[config.mk]
export PLATFORM = sky130hd
export DESIGN_NAME = ssa_div
export DESIGN_NICKNAME = d
export VERILOG_FILES = /design/src/design/ssa_pkg.sv /design/src/design/ssa_div.sv
export SDC_FILE = /design/constraint.sdc
export NUM_CORES = 2
export LEC_CHECK = 0
export ABC_AREA = 0
export BUFFER_PORTS_ARGS = -buffer_cell sky130_fd_sc_hd__buf_2
export CAP_MARGIN = 20
export CORE_UTILIZATION = 68
export DETAILED_ROUTE_END_ITERATION = 10
export GPL_TIMING_DRIVEN = 0
export PLACE_DENSITY_LB_ADDON = 0.12
export SLEW_MARGIN = 5
export SYNTH_ARGS = -nofsm -noshare
export SYNTH_HDL_FRONTEND = slang
export SYNTH_SLANG_ARGS = --single-unit
[constraint.sdc]
create_clock -name i_clk -period 8.6 [get_ports i_clk]
set_clock_uncertainty 0.15 [all_clocks]
set_input_delay 1.29 -clock i_clk [delete_from_list [all_inputs] [get_ports i_clk]]
set_output_delay 1.29 -clock i_clk [all_outputs]
set_load 0.02 [all_outputs]
[src/design/ssa_pkg.sv]
package ssa_pkg;

    localparam int DW        = 32;
    localparam int FRAC      = 16;
    localparam int SQW       = 2 * DW;
    localparam int LENW      = DW;
    localparam int QW        = FRAC + 1;
    localparam int ACW       = 31;
    localparam int PRODW     = QW + ACW;
    localparam int NCOMP     = 3;
    localparam int SQRT_LAT  = LENW;
    localparam int DIV_LAT   = QW;

    localparam logic [ACW-1:0] MAX_ACCEL_RST = ACW'(65536);

    typedef logic signed [DW-1:0] t_q;

    // per-item data that rides alongside the square root
    typedef struct packed {
        logic [NCOMP-1:0]         neg;
        logic [NCOMP-1:0][DW-1:0] mag;
    } t_side;

    // per-item flags that ride alongside the dividers
    typedef struct packed {
        logic [NCOMP-1:0] neg;
        logic             zero;
    } t_flag;

endpackage

[src/design/ssa_div.sv]
module ssa_div import ssa_pkg::*; (
    input  logic            i_clk,
    input  logic            i_en,
    input  logic [DW-1:0]   i_mag,
    input  logic [LENW-1:0] i_den,
    output logic [QW-1:0]   o_quo
);

    // quotient of (i_mag << FRAC) / i_den, known to fit QW bits
    logic [LENW-1:0] w_rem [0:DIV_LAT];
    logic [QW-1:0]   w_quo [0:DIV_LAT];
    logic [LENW-1:0] w_den [0:DIV_LAT];

    assign w_rem[0] = {1'b0, i_mag[DW-1:1]};
    assign w_quo[0] = '0;
    assign w_den[0] = i_den;

    for (genvar j = 0; j < DIV_LAT; j++) begin : g_stage
        logic            bit_in;
        logic [LENW:0]   shifted;
        logic [LENW-1:0] n_rem;
        logic [QW-1:0]   n_quo;
        logic [LENW-1:0] r_rem;
        logic [QW-1:0]   r_quo;
        logic [LENW-1:0] r_den;

        if (j == 0) begin : g_first
            assign bit_in = i_mag[0];
        end else begin : g_rest
            assign bit_in = 1'b0;
        end

        always_comb begin
            shifted = {w_rem[j], bit_in};
            if (shifted >= {1'b0, w_den[j]}) begin
                n_rem = LENW'(shifted - {1'b0, w_den[j]});
                n_quo = {w_quo[j][QW-2:0], 1'b1};
            end else begin
                n_rem = shifted[LENW-1:0];
                n_quo = {w_quo[j][QW-2:0], 1'b0};
            end
        end

        always_ff @(posedge i_clk) begin
            if (i_en) begin
                r_rem <= n_rem;
                r_quo <= n_quo;
                r_den <= w_den[j];
            end
        end

        assign w_rem[j+1] = r_rem;
        assign w_quo[j+1] = r_quo;
        assign w_den[j+1] = r_den;
    end

    assign o_quo = w_quo[DIV_LAT];

endmodule

Word-level counts from Yosys, hierarchy flattened
Cells that the tools add are included.
{"block": "totals", "inputBits": 66, "elab_cells": 130, "reg_bits": 1177}
{"block": "classes", "n_addsub": 16, "magnitude_cmp": 17, "mux": 33}
{"operator": ">= comparator 33 x 32 -> 1 bit", "count": 16}
{"operator": "2-to-1 mux 32 bit", "count": 16}
{"operator": "subtractor 32 bit", "count": 16}
{"operator": ">= comparator 32 bit", "count": 1}
{"operator": "2-to-1 mux 1 bit", "count": 17}

Logic depth before layout (Yosys ltp)
{"block": "depth", "ltp_word": 2, "depth_mapped": 17, "mapped_depth_nobuf": 14}

Worst setup path before layout
Ideal clock, no wire load.
{"block": "synth_path", "path_type": "in2reg", "startpoint": "input port i_mag[0]", "endpoint": "register g_stage[0].r_rem[14] (data pin)", "required_time_ps": 8190, "cell_stages": 14, "slack_ps": 4198, "t_arrival_ps": 3993, "path_cell_list": "inv_1 > ha_1 > fa_1 > nor2b_1 > o21a_1 > o21ai_0 > a211o_1 > a21oi_1 > o21ai_0 > a21oi_1 > o41ai_1 > a31oi_1 > clkbuf_1 > mux2_2"}
{"block": "synth_between", "elab_chain_cells": 2, "elab_cells_between_ends": 3, "classes_between": "add/sub (1); order compare (1); mux (1)"}
{"element": "start, declared", "line_no": "ssa_div.sv:4", "text": "input logic [DW-1:0] i_mag,"}
{"element": "subtractor 32 bit or >= comparator 32 bit (tied branches)", "line_no": "ssa_div.sv:36, ssa_div.sv:35"}
{"element": "2-to-1 mux 32 bit (*)", "line_no": "ssa_div.sv:35", "text": "if (shifted >= {1'b0, w_den[j]}) begin"}
{"element": "via g_stage[0].n_rem[14]", "line_no": "ssa_div.sv:21", "text": "logic [LENW-1:0] n_rem;"}
{"element": "end signal, assigned", "line_no": "ssa_div.sv:46", "text": "r_rem <= n_rem;"}
{"element": "end, declared", "line_no": "ssa_div.sv:23", "text": "logic [LENW-1:0] r_rem;"}
The timed path passes the listed nets; every way through them passes the cells marked *.
A chain may end at the register's enable or synchronous reset.

Final worst setup path
{"block": "layout_path", "startpoint": "register g_stage[4].r_rem[1]", "endpoint": "register g_stage[5].r_rem[5] (data pin)"}
{"block": "layout_between", "elab_chain_cells": 2, "elab_cells_between_ends": 3, "classes_between": "add/sub (1); order compare (1); mux (1)"}
{"element": "start, declared", "line_no": "ssa_div.sv:23"}
{"element": "start signal, assigned", "line_no": "ssa_div.sv:46"}
{"element": "subtractor 32 bit or >= comparator 33 x 32 -> 1 bit (tied branches)", "line_no": "ssa_div.sv:36, ssa_div.sv:35"}
{"element": "2-to-1 mux 32 bit (*)", "line_no": "ssa_div.sv:35"}
{"element": "via g_stage[5].n_rem[5]", "line_no": "ssa_div.sv:21"}
{"element": "end signal, assigned", "line_no": "ssa_div.sv:46"}
{"element": "end, declared", "line_no": "ssa_div.sv:23"}
Marks and branches as above.

==> results.md <==
* Outcome: completed
* Synthesis-to-layout area growth at 9.51%
* Post-Syn Area at 69,000 um^2
* CP startpoint kind: flip-flop
* Routed wire length at 165,000 um
* Initial antenna violation count at 1
* Post-Syn Instances at 6,275
* Register area share after synthesis at 51.2%
* Fin crit share at 61.5%
* Min Tclk post-route at 5.29 ns
* Full die area at 103,000 um^2
* Fill cells at 6,583
* Boundary Pins at 83
* Leak at 31.5 nW
* Crit end category: flip-flop
* Drt via density at 6.10
* Row Count at 116
* Hold Crit Class: flip-flop to flip-flop
* Skew-Pair Late Insertion Delay at 0.74 ns
* Root Driver: clkbuf_16
* Avg Synthesized Cell Area at 11.0 um^2
* Initial Util at 68.8%
* DRT antenna net count at 0
* WP data required at 9.00 ns
* RSZ-0062 raised after global routing: false
* Clk sinks at 1,177
* Critical path class: flip-flop to flip-flop
* DR iter-0 viols at 3,777
* Max_cap viols at 0
* Post-CTS setup buffer count at 0
* Hold_buf cts at 0
* Average wire per standard cell at 20.7 um
* Largest area contributor in the netlist: edfxtp_1
* Max clock buf depth at 3
* Largest net degree at the start of global routing at 182
* Synth top area share at 51.2%
* Worst-path clk slew at 0.06 ns
* Port Buffer Count at 82
* Drt pass-1 iters at 6
* Total Routing Usage GR at 32.0%
* Synth Flop Type: edfxtp_1
* Gr ovfl total at 0
* Setup TNS at 0 ns
* Crit-path max FO at 10
* FMAX at 0.189 GHz
* Setup ws final at 3.31 ns
* Synth warnings at 0
* PostCTS Resize Cnt at 0
* Final nets at 7,123
* Post-Syn Nets at 6,900
* Die width at 321 um
* Yosys reg bits at 1,177
* Worst-Margin Slew at 1.12 ns
* Pre-CTS WS at 2.65 ns
* Total CTS buffers at 130
* # DRC at 0
* Area contributors post-synth: edfxtp_1 51%, ha_1 9.8%, a21oi_1 3.9%, inv_1 3.7%, xnor2_1 3.4%
* Normalized max-slew margin at 25.7%
* DP HPWL at 124,000 um
* Die H at 321 um
* Clock H-tree levels at 4
* CP arrival at 5.69 ns
* Power Dens Cells at 384 nW/um^2
* Most frequent cells in the layout: 1,177 x edfxtp_1, 680 x inv_1, 543 x ha_1
* Number of synthesized flops with an enable pin at 1,177
* Final hold violations at 0
* Via count at 48,500
* Final estimated routing congestion in global placement at 1.00
* Share of layout cells above drive strength 1 at 8.73%
* Final Setup Violations at 0
* Async SR Flop Fraction at 0%
* Synth cell types at 100
* Vias in the first global route at 47,900
* Core Region at 100,000 um^2
* Slew Limit Fails at 0
* Multi-input logic area at 30,400 um^2
* FF/Latch Area at 35,300 um^2
* Most common cell after layout, fill and taps aside: edfxtp_1
* Global-route wire length before repair at 255,000 um
* CTS tree: yes
* Peak VDD IR at 0.000262 V
==> path summary, 6_finish.rpt <==
path / cells past startpoint / startpoint / end / slack, ns
setup / recovery: 13 / g_stage[4].r_rem[1]$_DFFE_PP_ / g_stage[5].r_rem[5]$_DFFE_PP_ / 3.31
hold reg to reg: 0 / g_stage[4].r_quo[3]$_DFFE_PP_ / g_stage[5].r_quo[4]$_DFFE_PP_ / 0.26
hold / removal: 0 / g_stage[4].r_quo[3]$_DFFE_PP_ / g_stage[5].r_quo[4]$_DFFE_PP_ / 0.26
setup reg to reg: 13 / g_stage[4].r_rem[1]$_DFFE_PP_ / g_stage[5].r_rem[5]$_DFFE_PP_ / 3.31
==> stage by stage <==
stage,std cells,instance area [um^2],hold WS (ns),utilization [%],total power [W]
6_report,7957,75500,0.256,75.3,0.0290
5_1_grt,7956,75500,0.270,75.3,0.0307
4_1_cts,7956,75500,0.261,75.3,0.0288
3_5_place_dp,7723,71300,0.255,71.1,0.0231
3_3_place_gp,7714,71100,0.250,70.9,0.0230
2_1_floorplan,6275,69000,0.250,-,0.0194
==> critical path, stage by stage (launching register included) <==
cell	delay, ns
edfxtp_1	0.42
ha_1	0.40
o21ai_0	0.20
a21oi_1	0.11
o21ai_0	0.45
a211oi_1	0.23
a31oi_1	0.56
o211ai_1	0.31
nand2_1	0.23
a211oi_1	0.14
a2111oi_4	0.89
clkbuf_1	0.75
nand2_1	0.10
o21ai_0	0.14
==> cells in the mapped netlist (74+ instances only) <==
cell type / instances
mux2_2: 162
nand2b_1: 74
nand4_1: 77
a21o_1: 274
nand2_1: 410
xnor2_1: 271
xor2_1: 156
o21bai_1: 87
clkbuf_1: 100
nor2_1: 385
nand3_1: 109
a21oi_1: 535
ha_1: 543
inv_1: 680
o21ai_0: 406
edfxtp_1: 1177
nor2b_1: 82
==> state kept, by name, indices dropped and copies added, names as in the netlist <==
register,flops
g_stage.r_quo,136
g_stage.r_rem,512
o_quo,17
g_stage.r_den,512
==> final cells by class <==
cell class	count	area share, %
Clock inverter	75	1.04
Timing Repair Buffer	91	0.835
Sequential cell	1177	46.8
Buffer	150	0.893
Tap cell	1357	2.25
Antenna cell	1	0.00331
Clock buffer	158	4.56
Multi-Input combinational cell	4266	40.3
Inverter	682	3.39
==> report_power, final <==
group | switching [W] | internal [W] | leakage [nW]
combinational | 0.00817 | 0.00570 | 17.9
clock | 0.00227 | 0.00328 | 2.06
sequential | 0.000968 | 0.00864 | 11.5
==> metal layers <==
layer  part of all wire [%]  global-route usage [%]  wire, um  vias to the layer above
met5                 0.0079                       0        13                        -
met4                    7.0                    21.4     11500                        2
met3                    4.6                    3.81      7630                      452
met2                     52                    59.3     86200                     1613
met1                     36                    34.0     59300                    23100
li1                       -                       -         -                    23300
==> logic make-up after synthesis <==
family | after synthesis | share of synthesized area [%]
AOI/OAI and AO/OA | 1714 | 15.7
xor gates and xnor gates | 427 | 5.42
adders and majority gates | 559 | 10.3
buffers and inverters | 832 | 4.69
DFF | 1177 | 51.2
muxes | 197 | 3.31
and+or+nand+nor | 1369 | 9.37
Power figures use the tool's default switching activity.
